--- src/sv/rbd_pkg.sv ---
package rbd_pkg;

    // Storage geometry of the deque.
    localparam int CAPACITY   = 16;
    localparam int DATA_WIDTH = 32;

    // Fixed field widths of the transaction ports.
    localparam int KIND_W  = 3;
    localparam int POS_W   = 4;
    localparam int OUT_W   = 32;
    localparam int COUNT_W = 5;

    // Derived widths.
    localparam int PTR_W = (CAPACITY > 1) ? $clog2(CAPACITY) : 1;
    localparam int CNT_W = $clog2(CAPACITY + 1);
    localparam int IDX_W = PTR_W + POS_W + 2;

    // Depth of the command queue between the front and back parts.
    localparam int Q_DEPTH = 2;
    localparam int QP_W    = $clog2(Q_DEPTH);
    localparam int QC_W    = $clog2(Q_DEPTH + 1);

    typedef enum logic [KIND_W-1:0] {
        K_PUSH_FRONT = 3'd0,
        K_PUSH_BACK  = 3'd1,
        K_POP_FRONT  = 3'd2,
        K_POP_BACK   = 3'd3,
        K_PEEK_INDEX = 3'd4,
        K_PEEK_FRONT = 3'd5,
        K_PEEK_BACK  = 3'd6,
        K_CLEAR      = 3'd7
    } t_kind;

    // Where the data of a result comes from.
    typedef enum logic [1:0] {
        SRC_ZERO = 2'd0,
        SRC_MEM  = 2'd1,
        SRC_FB   = 2'd2
    } t_src;

    // One decoded command as it travels through the queue.
    typedef struct packed {
        t_kind                  kind;
        logic                   wr;
        logic                   rd;
        logic [DATA_WIDTH-1:0]  data;
        logic [OUT_W-1:0]       fallback;
        logic [POS_W-1:0]       position;
    } t_cmd;

    typedef struct packed {
        logic empty;
        logic full;
    } t_q_stat;

    function automatic logic [PTR_W-1:0] ptr_inc(input logic [PTR_W-1:0] p);
        logic [PTR_W-1:0] r;
        if (p == PTR_W'(CAPACITY - 1)) begin
            r = '0;
        end else begin
            r = p + PTR_W'(1);
        end
        return r;
    endfunction

    function automatic logic [PTR_W-1:0] ptr_dec(input logic [PTR_W-1:0] p);
        logic [PTR_W-1:0] r;
        if (p == '0) begin
            r = PTR_W'(CAPACITY - 1);
        end else begin
            r = p - PTR_W'(1);
        end
        return r;
    endfunction

endpackage

--- src/sv/rbd_front.sv ---
module rbd_front (
    input  logic                          i_start,
    input  logic [rbd_pkg::KIND_W-1:0]    i_kind,
    input  logic [31:0]                   i_data_in,
    input  logic [rbd_pkg::OUT_W-1:0]     i_fallback,
    input  logic [rbd_pkg::POS_W-1:0]     i_position,
    input  rbd_pkg::t_q_stat              i_q_stat,
    output logic                          o_busy,
    output logic                          o_push,
    output rbd_pkg::t_cmd                 o_cmd
);
    import rbd_pkg::*;

    t_kind kind;

    assign kind   = t_kind'(i_kind);
    assign o_busy = i_q_stat.full;
    assign o_push = i_start && !i_q_stat.full;

    // Classify the operation so the back part only has to steer pointers.
    always_comb begin
        o_cmd          = '0;
        o_cmd.kind     = kind;
        o_cmd.data     = DATA_WIDTH'(i_data_in);
        o_cmd.fallback = i_fallback;
        o_cmd.position = i_position;
        case (kind)
            K_PUSH_FRONT, K_PUSH_BACK: begin
                o_cmd.wr = 1'b1;
            end
            K_POP_FRONT, K_POP_BACK, K_PEEK_INDEX, K_PEEK_FRONT, K_PEEK_BACK: begin
                o_cmd.rd = 1'b1;
            end
            default: begin
                o_cmd.wr = 1'b0;
                o_cmd.rd = 1'b0;
            end
        endcase
    end

endmodule

--- src/sv/rbd_cmd_q.sv ---
module rbd_cmd_q (
    input  logic              i_clk,
    input  logic              i_rst_n,
    input  logic              i_push,
    input  rbd_pkg::t_cmd     i_cmd,
    input  logic              i_pop,
    output rbd_pkg::t_cmd     o_cmd,
    output rbd_pkg::t_q_stat  o_stat
);
    import rbd_pkg::*;

    t_cmd              r_q [Q_DEPTH];
    logic [QP_W-1:0]   r_wp, n_wp;
    logic [QP_W-1:0]   r_rp, n_rp;
    logic [QC_W-1:0]   r_cnt, n_cnt;
    logic              do_push, do_pop;

    assign o_stat.empty = (r_cnt == '0);
    assign o_stat.full  = (r_cnt == QC_W'(Q_DEPTH));
    assign do_push      = i_push && !o_stat.full;
    assign do_pop       = i_pop && !o_stat.empty;
    assign o_cmd        = r_q[r_rp];

    always_comb begin
        n_wp  = r_wp;
        n_rp  = r_rp;
        n_cnt = r_cnt;
        if (do_push) begin
            n_wp = (r_wp == QP_W'(Q_DEPTH - 1)) ? '0 : r_wp + QP_W'(1);
        end
        if (do_pop) begin
            n_rp = (r_rp == QP_W'(Q_DEPTH - 1)) ? '0 : r_rp + QP_W'(1);
        end
        if (do_push && !do_pop) begin
            n_cnt = r_cnt + QC_W'(1);
        end else if (do_pop && !do_push) begin
            n_cnt = r_cnt - QC_W'(1);
        end
    end

    always_ff @(posedge i_clk) begin
        if (!i_rst_n) begin
            r_wp  <= '0;
            r_rp  <= '0;
            r_cnt <= '0;
        end else begin
            r_wp  <= n_wp;
            r_rp  <= n_rp;
            r_cnt <= n_cnt;
        end
    end

    always_ff @(posedge i_clk) begin
        if (do_push) begin
            r_q[r_wp] <= i_cmd;
        end
    end

endmodule

--- src/sv/rbd_back.sv ---
module rbd_back (
    input  logic                          i_clk,
    input  logic                          i_rst_n,
    input  logic                          i_valid,
    input  rbd_pkg::t_cmd                 i_cmd,
    output logic                          o_pop,
    output logic                          o_valid,
    output logic                          o_ok,
    output logic [rbd_pkg::OUT_W-1:0]     o_data_out,
    output logic [rbd_pkg::COUNT_W-1:0]   o_count,
    output logic [rbd_pkg::CNT_W-1:0]     o_fill
);
    import rbd_pkg::*;

    logic [DATA_WIDTH-1:0] r_mem [CAPACITY];
    logic [DATA_WIDTH-1:0] r_rd_data;

    logic [PTR_W-1:0] r_head, n_head;
    logic [PTR_W-1:0] r_tail, n_tail;
    logic [CNT_W-1:0] r_fill, n_fill;

    logic             r_res_valid;
    logic             r_ok, n_ok;
    t_src             r_src, n_src;
    logic [OUT_W-1:0] r_fallback;

    logic             full, empty, pos_ok, we;
    logic [PTR_W-1:0] head_dec, tail_dec, waddr, raddr, peek_addr;
    logic [IDX_W-1:0] idx_sum, idx_wrap;

    assign o_pop    = i_valid;
    assign full     = (r_fill == CNT_W'(CAPACITY));
    assign empty    = (r_fill == '0);
    assign head_dec = ptr_dec(r_head);
    assign tail_dec = ptr_dec(r_tail);
    assign pos_ok   = (IDX_W'(i_cmd.position) < IDX_W'(r_fill));

    // Counting back from the newest element: tail - 1 - position, wrapped once.
    assign idx_sum   = IDX_W'(r_tail) + IDX_W'(CAPACITY - 1) - IDX_W'(i_cmd.position);
    assign idx_wrap  = (idx_sum >= IDX_W'(CAPACITY)) ? idx_sum - IDX_W'(CAPACITY) : idx_sum;
    assign peek_addr = idx_wrap[PTR_W-1:0];

    always_comb begin
        n_head = r_head;
        n_tail = r_tail;
        n_fill = r_fill;
        n_ok   = 1'b0;
        n_src  = SRC_ZERO;
        we     = 1'b0;
        waddr  = r_tail;
        raddr  = r_head;
        if (i_valid) begin
            case (i_cmd.kind)
                K_PUSH_FRONT: begin
                    waddr = head_dec;
                    if (!full) begin
                        we     = i_cmd.wr;
                        n_head = head_dec;
                        n_fill = r_fill + CNT_W'(1);
                        n_ok   = 1'b1;
                    end
                end
                K_PUSH_BACK: begin
                    waddr = r_tail;
                    if (!full) begin
                        we     = i_cmd.wr;
                        n_tail = ptr_inc(r_tail);
                        n_fill = r_fill + CNT_W'(1);
                        n_ok   = 1'b1;
                    end
                end
                K_POP_FRONT: begin
                    raddr = r_head;
                    n_src = SRC_FB;
                    if (!empty) begin
                        n_head = ptr_inc(r_head);
                        n_fill = r_fill - CNT_W'(1);
                        n_ok   = i_cmd.rd;
                        n_src  = SRC_MEM;
                    end
                end
                K_POP_BACK: begin
                    raddr = tail_dec;
                    n_src = SRC_FB;
                    if (!empty) begin
                        n_tail = tail_dec;
                        n_fill = r_fill - CNT_W'(1);
                        n_ok   = i_cmd.rd;
                        n_src  = SRC_MEM;
                    end
                end
                K_PEEK_INDEX: begin
                    raddr = peek_addr;
                    n_src = SRC_FB;
                    if (pos_ok) begin
                        n_ok  = i_cmd.rd;
                        n_src = SRC_MEM;
                    end
                end
                K_PEEK_FRONT: begin
                    raddr = r_head;
                    n_src = SRC_FB;
                    if (!empty) begin
                        n_ok  = i_cmd.rd;
                        n_src = SRC_MEM;
                    end
                end
                K_PEEK_BACK: begin
                    raddr = tail_dec;
                    n_src = SRC_FB;
                    if (!empty) begin
                        n_ok  = i_cmd.rd;
                        n_src = SRC_MEM;
                    end
                end
                default: begin
                    n_head = '0;
                    n_tail = '0;
                    n_fill = '0;
                    n_ok   = 1'b1;
                end
            endcase
        end
    end

    always_ff @(posedge i_clk) begin
        if (!i_rst_n) begin
            r_head      <= '0;
            r_tail      <= '0;
            r_fill      <= '0;
            r_res_valid <= 1'b0;
        end else begin
            r_head      <= n_head;
            r_tail      <= n_tail;
            r_fill      <= n_fill;
            r_res_valid <= i_valid;
        end
    end

    always_ff @(posedge i_clk) begin
        r_ok       <= n_ok;
        r_src      <= n_src;
        r_fallback <= i_cmd.fallback;
    end

    always_ff @(posedge i_clk) begin
        if (we) begin
            r_mem[waddr] <= i_cmd.data;
        end
        r_rd_data <= r_mem[raddr];
    end

    always_comb begin
        case (r_src)
            SRC_MEM:  o_data_out = OUT_W'(r_rd_data);
            SRC_FB:   o_data_out = r_fallback;
            default:  o_data_out = '0;
        endcase
    end

    assign o_valid = r_res_valid;
    assign o_ok    = r_ok;
    assign o_count = COUNT_W'(r_fill);
    assign o_fill  = r_fill;

endmodule

--- src/sv/ring_buffer_deque_core.sv ---
// A start is queued, then the back part registers its result and strobes o_valid.
// Throughput: one transaction per cycle; the back part retires a command every cycle.
// The store is a 16-entry single-write, single-read memory with a registered read port.
// Reset (synchronous, active low) empties the deque and the command queue.
// Store contents are not cleared; entries are only read after a push wrote them.
// The receiver cannot stall: each result is on the ports for exactly one cycle.
module ring_buffer_deque_core (
    input  logic                          i_clk,
    input  logic                          i_rst_n,
    input  logic                          i_start,
    output logic                          o_busy,
    input  logic [rbd_pkg::KIND_W-1:0]    i_kind,
    input  logic [31:0]                   i_data_in,
    input  logic [rbd_pkg::OUT_W-1:0]     i_fallback,
    input  logic [rbd_pkg::POS_W-1:0]     i_position,
    output logic                          o_valid,
    output logic                          o_ok,
    output logic [rbd_pkg::OUT_W-1:0]     o_data_out,
    output logic [rbd_pkg::COUNT_W-1:0]   o_count
);
    import rbd_pkg::*;

    // The front part decodes each start transaction into a command and
    // drops it into a short queue. The back part owns the head and tail
    // pointers, the fill count and the store, and retires one command per
    // cycle, so the queue normally holds at most one entry and busy only
    // rises if the back part were ever to fall behind.
    t_cmd             front_cmd, q_cmd;
    t_q_stat          q_stat;
    logic             front_push, back_pop;
    logic [CNT_W-1:0] fill;

    rbd_front u_front (
        .i_start    (i_start),
        .i_kind     (i_kind),
        .i_data_in  (i_data_in),
        .i_fallback (i_fallback),
        .i_position (i_position),
        .i_q_stat   (q_stat),
        .o_busy     (o_busy),
        .o_push     (front_push),
        .o_cmd      (front_cmd)
    );

    rbd_cmd_q u_cmd_q (
        .i_clk   (i_clk),
        .i_rst_n (i_rst_n),
        .i_push  (front_push),
        .i_cmd   (front_cmd),
        .i_pop   (back_pop),
        .o_cmd   (q_cmd),
        .o_stat  (q_stat)
    );

    // The back part sees a command whenever the queue is not empty and
    // answers it in the following cycle.
    rbd_back u_back (
        .i_clk      (i_clk),
        .i_rst_n    (i_rst_n),
        .i_valid    (!q_stat.empty),
        .i_cmd      (q_cmd),
        .o_pop      (back_pop),
        .o_valid    (o_valid),
        .o_ok       (o_ok),
        .o_data_out (o_data_out),
        .o_count    (o_count),
        .o_fill     (fill)
    );

    // The fill count never exceeds the capacity of the store.
    a_fill_bound: assert property (@(posedge i_clk) disable iff (!i_rst_n)
        fill <= CNT_W'(CAPACITY))
        else $error("fill count above capacity");

    // Every accepted transaction is followed by its result strobe on o_valid.
    a_latency: assert property (@(posedge i_clk) disable iff (!i_rst_n)
        (i_start && !o_busy) |=> ##1 o_valid)
        else $error("result strobe missing after accepted transaction");

    // A result is never produced without a command having been queued.
    a_no_phantom: assert property (@(posedge i_clk) disable iff (!i_rst_n)
        o_valid |-> $past(!q_stat.empty))
        else $error("result strobe without a queued command");

endmodule
--- config.mk ---
export PLATFORM = sky130hd
export DESIGN_NAME = ring_buffer_deque_core
export DESIGN_NICKNAME = d
export VERILOG_FILES = /design/src/sv/rbd_pkg.sv /design/src/sv/rbd_front.sv /design/src/sv/rbd_cmd_q.sv /design/src/sv/rbd_back.sv /design/src/sv/ring_buffer_deque_core.sv
export SDC_FILE = /design/constraint.sdc
export NUM_CORES = 1
export LEC_CHECK = 0
export BUFFER_PORTS_ARGS = -buffer_cell sky130_fd_sc_hd__buf_4
export CAP_MARGIN = 20
export CORE_AREA = 3 3 271 219
export DETAILED_ROUTE_END_ITERATION = 10
export DIE_AREA = 0 0 274 222
export HOLD_SLACK_MARGIN = 0.15
export PLACE_DENSITY = 0.66
export SYNTH_ARGS = -nofsm -noshare
export SYNTH_HDL_FRONTEND = slang
export SYNTH_SLANG_ARGS = --single-unit
--- constraint.sdc ---
create_clock -name i_clk -period 5.65 [get_ports i_clk]
set_clock_uncertainty 0.05 [all_clocks]
set_input_delay 1.4125 -clock i_clk [delete_from_list [all_inputs] [get_ports i_clk]]
set_output_delay 1.4125 -clock i_clk [all_outputs]
set_load 0.01 [all_outputs]
==> results.py, run 1 <==
metrics = {
    "status": {
        "status": "finished, final reports clean",
    },
    "setup_path": {
        "arrival_ns": 4.51,
        "cp.required_ns": 5.88,
        "crit_path_start_kind": "flip-flop",
        "cpPeakStageDelay_ns": 0.92,
        "crit_type": "reg2reg",
        "r2r.worst_path.cells": 7,
        "cp_cell_sequence": "mux2i_2 > nand2_1 > a2111oi_0 > nor2b_1 > nand2b_1 > nor2_4 > buf_4",
        "critical_path.max_fanout": 19,
        "end_kind": "flip-flop",
        "reg2reg_slack_ns": 1.37,
        "critPathSlowestCell": "a2111oi_0",
    },
    "grt": {
        "track_usage_pct": 20.0,
        "grt_pass1_vias": 14100,
        "grt_max_degree": 47,
        "gr-total-overflow": 0,
        "antenna_found_initial": 1,
        "grt_pass1_wl_mm": 90.1,
    },
    "final_layout": {
        "layout-drive-gt1-share_pct": 29.3,
        "fin_cells": 2377,
        "diodes": 0,
        "final_nets": 1651,
        "layout_common_cells": "edfxtp_1 (658), buf_4 (136), mux4_2 (128)",
        "layout_commonest_cell": "edfxtp_1",
        "fillers": 4203,
        "final_cell_area_sq_um": 32800,
        "area_growth_pct": 15.5,
    },
    "logic_synthesis": {
        "netlist_area_sq_um": 28400,
        "yosysWarningCount": 0,
        "synthFlopType": "edfxtp_1",
        "seq_area_frac_synth_pct": 75.8,
        "syn_nets": 1494,
        "synth_cell_type_count": 56,
        "synth_edf_count": 658,
        "ys_async_sr_fraction_pct": 0,
        "synth_cells": 1402,
        "ys_ff_latch": 744,
        "syn_avg_cell_area_sq_um": 20.2,
    },
    "sta": {
        "max_slew.worst_pin.slew_ns": 1.14,
        "slew_violations": 0,
        "rsz0062_at_grt": "false",
        "fmax_ghz": 0.233,
        "slew_headroom_pct": 22.0,
        "min_period_ns": 4.28,
        "tns_ns": 0,
        "final_hold_viol_count": 0,
        "setup_ws_ns": 1.37,
        "fin_crit_sh_pct": 75.8,
        "finalSetupViolations": 0,
    },
    "cts": {
        "htree_levels": 3,
        "cts_setup_buffers": 0,
        "cts-buffers-inserted": 72,
        "ctsHoldBuffers": 0,
        "root_buffer": "clkbuf_16",
        "clkTransAtPathRegs_ns": 0.06,
        "cts_buffer_depth": 3,
        "clk_latency_ns": 0.60,
        "cts_tree": "built",
        "clock-sinks": 744,
        "cts_resized": 0,
    },
    "placed_design": {
        "dp_hpwl_mm": 37.1,
        "placed_cells": 2245,
        "placed_cell_area_sq_um": 30400,
        "dp_slack_ns": 1.46,
        "io_buffer_count": 113,
        "place.gp.congestion": 0.798,
    },
    "pwr": {
        "p_leak_nw": 11.0,
        "powerDensity_nw_per_um2": 495,
        "peakVddDrop_uv": 311,
    },
    "die": {
        "start_util_pct": 49.9,
        "die_area_sq_um": 60800,
        "ios": 114,
        "design.core.area_sq_um": 56800,
        "num_rows": 78,
        "die_h_um": 222,
        "die_w_um": 274,
    },
    "worst_hold_path": {
        "hp-class": "reg2reg",
        "min_path_cells": 1,
    },
    "detailed_routing": {
        "vias": 13600,
        "wirelength_mm": 60.1,
        "wl_per_cell_um": 25.3,
        "ant_nets": 0,
        "drt_iter0_drc": 1313,
        "drc": 0,
        "viasPerCell": 5.73,
        "drt_first_pass_iters": 6,
    },
    "run": {
        "drv_cap": 0,
    },
}
metrics by stage:
stage | hold slack (ns) | util (%) | power, mW
final | 0.420 | 57.7 | 16.2
after global routing | 0.430 | 57.7 | 16.9
after CTS | 0.423 | 57.7 | 16.4
after detailed placement | 0.407 | 53.5 | 11.6
after global placement | 0.401 | 53.2 | 11.5
after floorplan | 0.398 | - | 10.3
sequential cells by signal, indices dropped and copies added (netlist names), 4 cells and up, named ones only:
| name | cells |
|---|---|
| u_back.r_head | 4 |
| u_cmd_q.r_q | 146 |
| u_back.r_fallback | 32 |
| u_back.o_count | 5 |
| u_back.r_mem | 512 |
| u_back.r_rd_data | 32 |
| u_back.r_tail | 4 |
worst max-delay path: cells and delay by family (launching register included):
family,cells,cell delay [ns]
AO/OA/AOI/OAI,1,0.92
buffers and inverters,1,0.40
flip-flops,1,0.50
multiplexers,1,0.62
AND/OR/NAND/NOR,4,1.44
cell type report:
type | count | area [sq um] | area share [%]
clock inverters | 29 | 329 | 1.00
inverters | 17 | 63.8 | 0.195
flip-flops and latches | 744 | 21500 | 65.6
clock buffers | 103 | 2050 | 6.27
repair buffers | 148 | 1300 | 3.96
well taps | 760 | 951 | 2.90
multi-input cells | 576 | 6580 | 20.1
cells in the mapped netlist (all sizes together), types with 4 or more instances:
master / instances / area share (%)
a211oi: 6 / 0.16
a21oi: 23 / 0.41
a22oi: 33 / 0.87
buf: 38 / 1.0
clkbuf: 27 / 0.36
dfxtp: 86 / 6.1
edfxtp: 658 / 70
ha: 16 / 0.71
inv: 15 / 0.20
mux2: 69 / 2.8
mux2i: 107 / 3.9
mux4: 128 / 10
nand2: 27 / 0.36
nand2b: 4 / 0.088
nand3: 8 / 0.14
nor2: 87 / 1.2
o21ai: 9 / 0.16
o31ai: 4 / 0.11
xnor2: 5 / 0.15
xor2: 7 / 0.22
path summary, 6_finish.rpt:
check,start,endpoint
worst max-delay path,flip-flop,u_back.r_mem[12][5]
worst min-delay path,u_cmd_q.r_q[1][13],u_back.r_fallback[9]
worst max register to register,flip-flop,u_back.r_mem[12][5]
worst min register to register,u_cmd_q.r_q[1][13],u_back.r_fallback[9]
routing by layer:
metal	vias to the layer above	track usage [%]	part of all wire, %
met5	-	0	0
met4	0	4.38	1.6
met3	79	4.40	6.2
met2	427	31.4	48
met1	7149	29.2	44
li1	5970	-	-
report_power, final:
part           switching, mW  internal, mW
Clock                   1.96          2.86
Sequential             0.265          6.84
Combinational           2.41          1.89
cells by family after synthesis:
family,Yosys count,synth area share [%]
DFF,744,75.8
AOI/OAI and AO/OA,99,2.41
and+or+nand+nor,142,2.12
adders and majority gates,18,0.847
buffers and inverters,82,1.60
muxes,304,16.8
xor gates and xnor gates,13,0.450
Power figures use the tool's default switching activity.
==> inputs of run 2 (changes only) <==
ABC_AREA = 1   (was unset)
CORE_AREA = 3 3 285 231   (was 3 3 271 219)
DIE_AREA = 0 0 288 234   (was 0 0 274 222)
PLACE_DENSITY = 0.69   (was 0.66)
clock period = 3.8 ns   (was 5.65 ns; I/O delays follow)
==> results.py, run 2 <==
metrics = {
    "final_layout": {
        "diodes": 0,
        "post-route-util_pct": 57.1,
        "final_nets": 3119,
        "regMostFlops": "u_back.r_mem",
        "largest_register_ffs": 512,
        "layout_common_cells": "edfxtp_1 (658), nand2_1 (634), nand3_1 (617)",
        "layout-drive-gt1-share_pct": 10.3,
        "area_growth_pct": 13.9,
        "fillers": 5175,
        "top_regs": "u_back.r_mem: 512 flops, u_cmd_q.r_q: 146 flops",
        "layout_commonest_cell": "edfxtp_1",
    },
    "grt": {
        "grt_pass1_vias": 21400,
        "track_usage_pct": 24.0,
        "grt_max_degree": 132,
        "gr-total-overflow": 0,
        "grt_pass1_wl_mm": 123,
        "antenna_found_initial": 0,
    },
    "logic_synthesis": {
        "synthFlopType": "edfxtp_1",
        "yosys.area.top_type": "edfxtp_1",
        "synth_common_cells": "edfxtp_1 (658), nand2_1 (634), nand3_1 (617), inv_1 (504), buf_2 (96)",
        "synth_edf_count": 658,
        "netlist_area_sq_um": 31500,
        "synth_cell_type_count": 44,
        "synthTopCellsByArea": "edfxtp_1 (63%), nand3_1 (9.8%), nand2_1 (7.6%)",
        "ys_ff_latch": 744,
        "synth_top_area_share_pct": 62.8,
        "syn_nets": 3027,
        "synth_cells": 2935,
        "yosysWarningCount": 0,
        "ys_async_sr_fraction_pct": 0,
        "post-synth-top-count-cell": "edfxtp_1",
        "seq_area_frac_synth_pct": 68.2,
        "syn_avg_cell_area_sq_um": 10.7,
    },
    "detailed_routing": {
        "viasPerCell": 5.52,
        "wirelength_mm": 80.6,
        "drt_iter0_drc": 2520,
        "ant_nets": 0,
        "drt_first_pass_iters": 8,
        "drc": 0,
        "wl_per_cell_um": 20.5,
        "vias": 21700,
    },
    "sta": {
        "final_hold_viol_count": 0,
        "slew_headroom_pct": 37.1,
        "min_period_ns": 3.46,
        "fmax_ghz": 0.289,
        "tns_ns": 0,
        "rsz0062_at_grt": "false",
        "max_slew.worst_pin.slew_ns": 0.943,
        "finalSetupViolations": 0,
        "slew_violations": 0,
        "fin_crit_sh_pct": 91.0,
    },
    "cts": {
        "cts_buffer_depth": 3,
        "ctsHoldBuffers": 0,
        "clkTransAtPathRegs_ns": 0.06,
        "cts-buffers-inserted": 71,
        "cts_resized": 0,
        "root_buffer": "clkbuf_16",
        "cts_tree": "built",
        "clk_latency_ns": 0.61,
        "clock-sinks": 744,
        "htree_levels": 3,
        "cts_setup_buffers": 0,
    },
    "placed_design": {
        "place.gp.congestion": 0.875,
        "io_buffer_count": 113,
        "dp_hpwl_mm": 46.4,
    },
    "setup_path": {
        "cp.required_ns": 4.06,
        "critical_path.max_fanout": 16,
        "end_kind": "flip-flop",
        "crit_path_start_kind": "flip-flop",
        "arrival_ns": 3.71,
        "crit_type": "reg2reg",
    },
    "pwr": {
        "peakVddDrop_uv": 800,
        "seqPwrFrac_pct": 38.1,
        "p_int_mw": 17.7,
        "powerDensity_nw_per_um2": 812,
        "switching_share_pct": 39.1,
        "combPwrFrac_pct": 37.8,
        "power.net_switching_mw": 11.4,
        "p_clk_share_pct": 24.1,
        "p_leak_nw": 14.7,
    },
    "die": {
        "num_rows": 82,
        "die_area_sq_um": 67400,
        "die_h_um": 234,
        "start_util_pct": 50.1,
        "design.core.area_sq_um": 62800,
        "ios": 114,
        "die_w_um": 288,
    },
    "worst_hold_path": {
        "hp-class": "reg2reg",
    },
    "run": {
        "drv_cap": 0,
    },
    "status": {
        "status": "finished, final reports clean",
    },
}
-- run 2: cell count changes after synthesis, sizes merged, moves of 6 or more --
cell	change
or2	+7
o21ai	+22
nor2	-42
nand3	+613
a31oi	+6
a21oi	+39
nand3b	+62
inv	+494
buf	+85
nand2	+618
mux2	-69
a22oi	-32
mux2i	-106
mux4	-128
-- run 2: area by class of cell --
class	count	area [sq um]	area share (%)
Sequential cell	744	21500	59.9
Inverter	509	1910	5.34
Timing Repair Buffer	171	1630	4.54
Clock inverter	31	293	0.817
Clock buffer	98	1980	5.53
Tap cell	840	1050	2.93
Multi-Input combinational cell	1530	7490	20.9
-- run 2: cell families (layout without fill, tap and decap cells) --
family,after synthesis,after routing,synth area share (%)
AND/OR/NAND/NOR,1390,1390,20.2
buffers and inverters,661,809,8.57
adder cells (fa/ha/maj),18,18,0.763
flip-flops,744,744,68.2
XOR/XNOR,6,6,0.167
multiplexers,1,1,0.0318
AO/OA/AOI/OAI,115,115,2.07
-- run 2: power groups by stage --
stage	clock network (mW)	logic, mW	registers (mW)
final	7.00	11.0	11.1
after floorplan	0	7.46	11.0
after global placement	0	10.6	11.2
after detailed placement	0	10.8	11.3
after CTS	7.08	10.8	11.1
after global routing	7.44	12.0	11.1
-- run 2: metal layers --
layer  global-route usage (%)  up-vias  wire length [um]
li1                         -     9946                 -
met1                     33.7    10400             33400
met2                     37.1     1082             36600
met3                     4.28      176              7410
met4                     10.4        0              3160
met5                        0        -                 0
-- run 2: path summary, 6_finish.rpt --
| check | startpoint | to | slack (ns) | cells after the start |
|---|---|---|---|---|
| worst max-delay path | flip-flop | u_back.r_mem[12][6] | 0.34 | 11 |
| worst max register to register | flip-flop | u_back.r_mem[12][6] | 0.34 | 11 |
| worst min-delay path | u_cmd_q.r_q[0][24] | u_back.r_fallback[20] | 0.38 | 2 |
| worst min register to register | u_cmd_q.r_q[0][24] | u_back.r_fallback[20] | 0.38 | 2 |
-- run 2: metrics by stage --
step / hold WS, ns / power (mW) / cell area [sq um] / worst slack, ns / cells
after detailed placement: 0.371 / 22.0 / 33500 / 0.440 / 3793
final: 0.381 / 29.1 / 35800 / 0.341 / 3923
after global routing: 0.403 / 30.6 / 35800 / 0.142 / 3923
after global placement: 0.363 / 21.8 / 33500 / 0.543 / 3793
after floorplan: 0.362 / 18.4 / 31500 / 0.280 / 2935
after CTS: 0.382 / 29.0 / 35800 / 0.297 / 3922
-- run 2: critical path: stages (launching register included) --
cell	delay, ns
dfxtp_2	0.51
inv_2	0.15
nand2_1	0.09
nand2_1	0.22
nor2_1	0.20
nand2_1	0.15
nor2_1	0.26
nand2_1	0.09
o21ai_0	0.15
nand3_1	0.39
nor2_4	0.62
buf_12	0.25
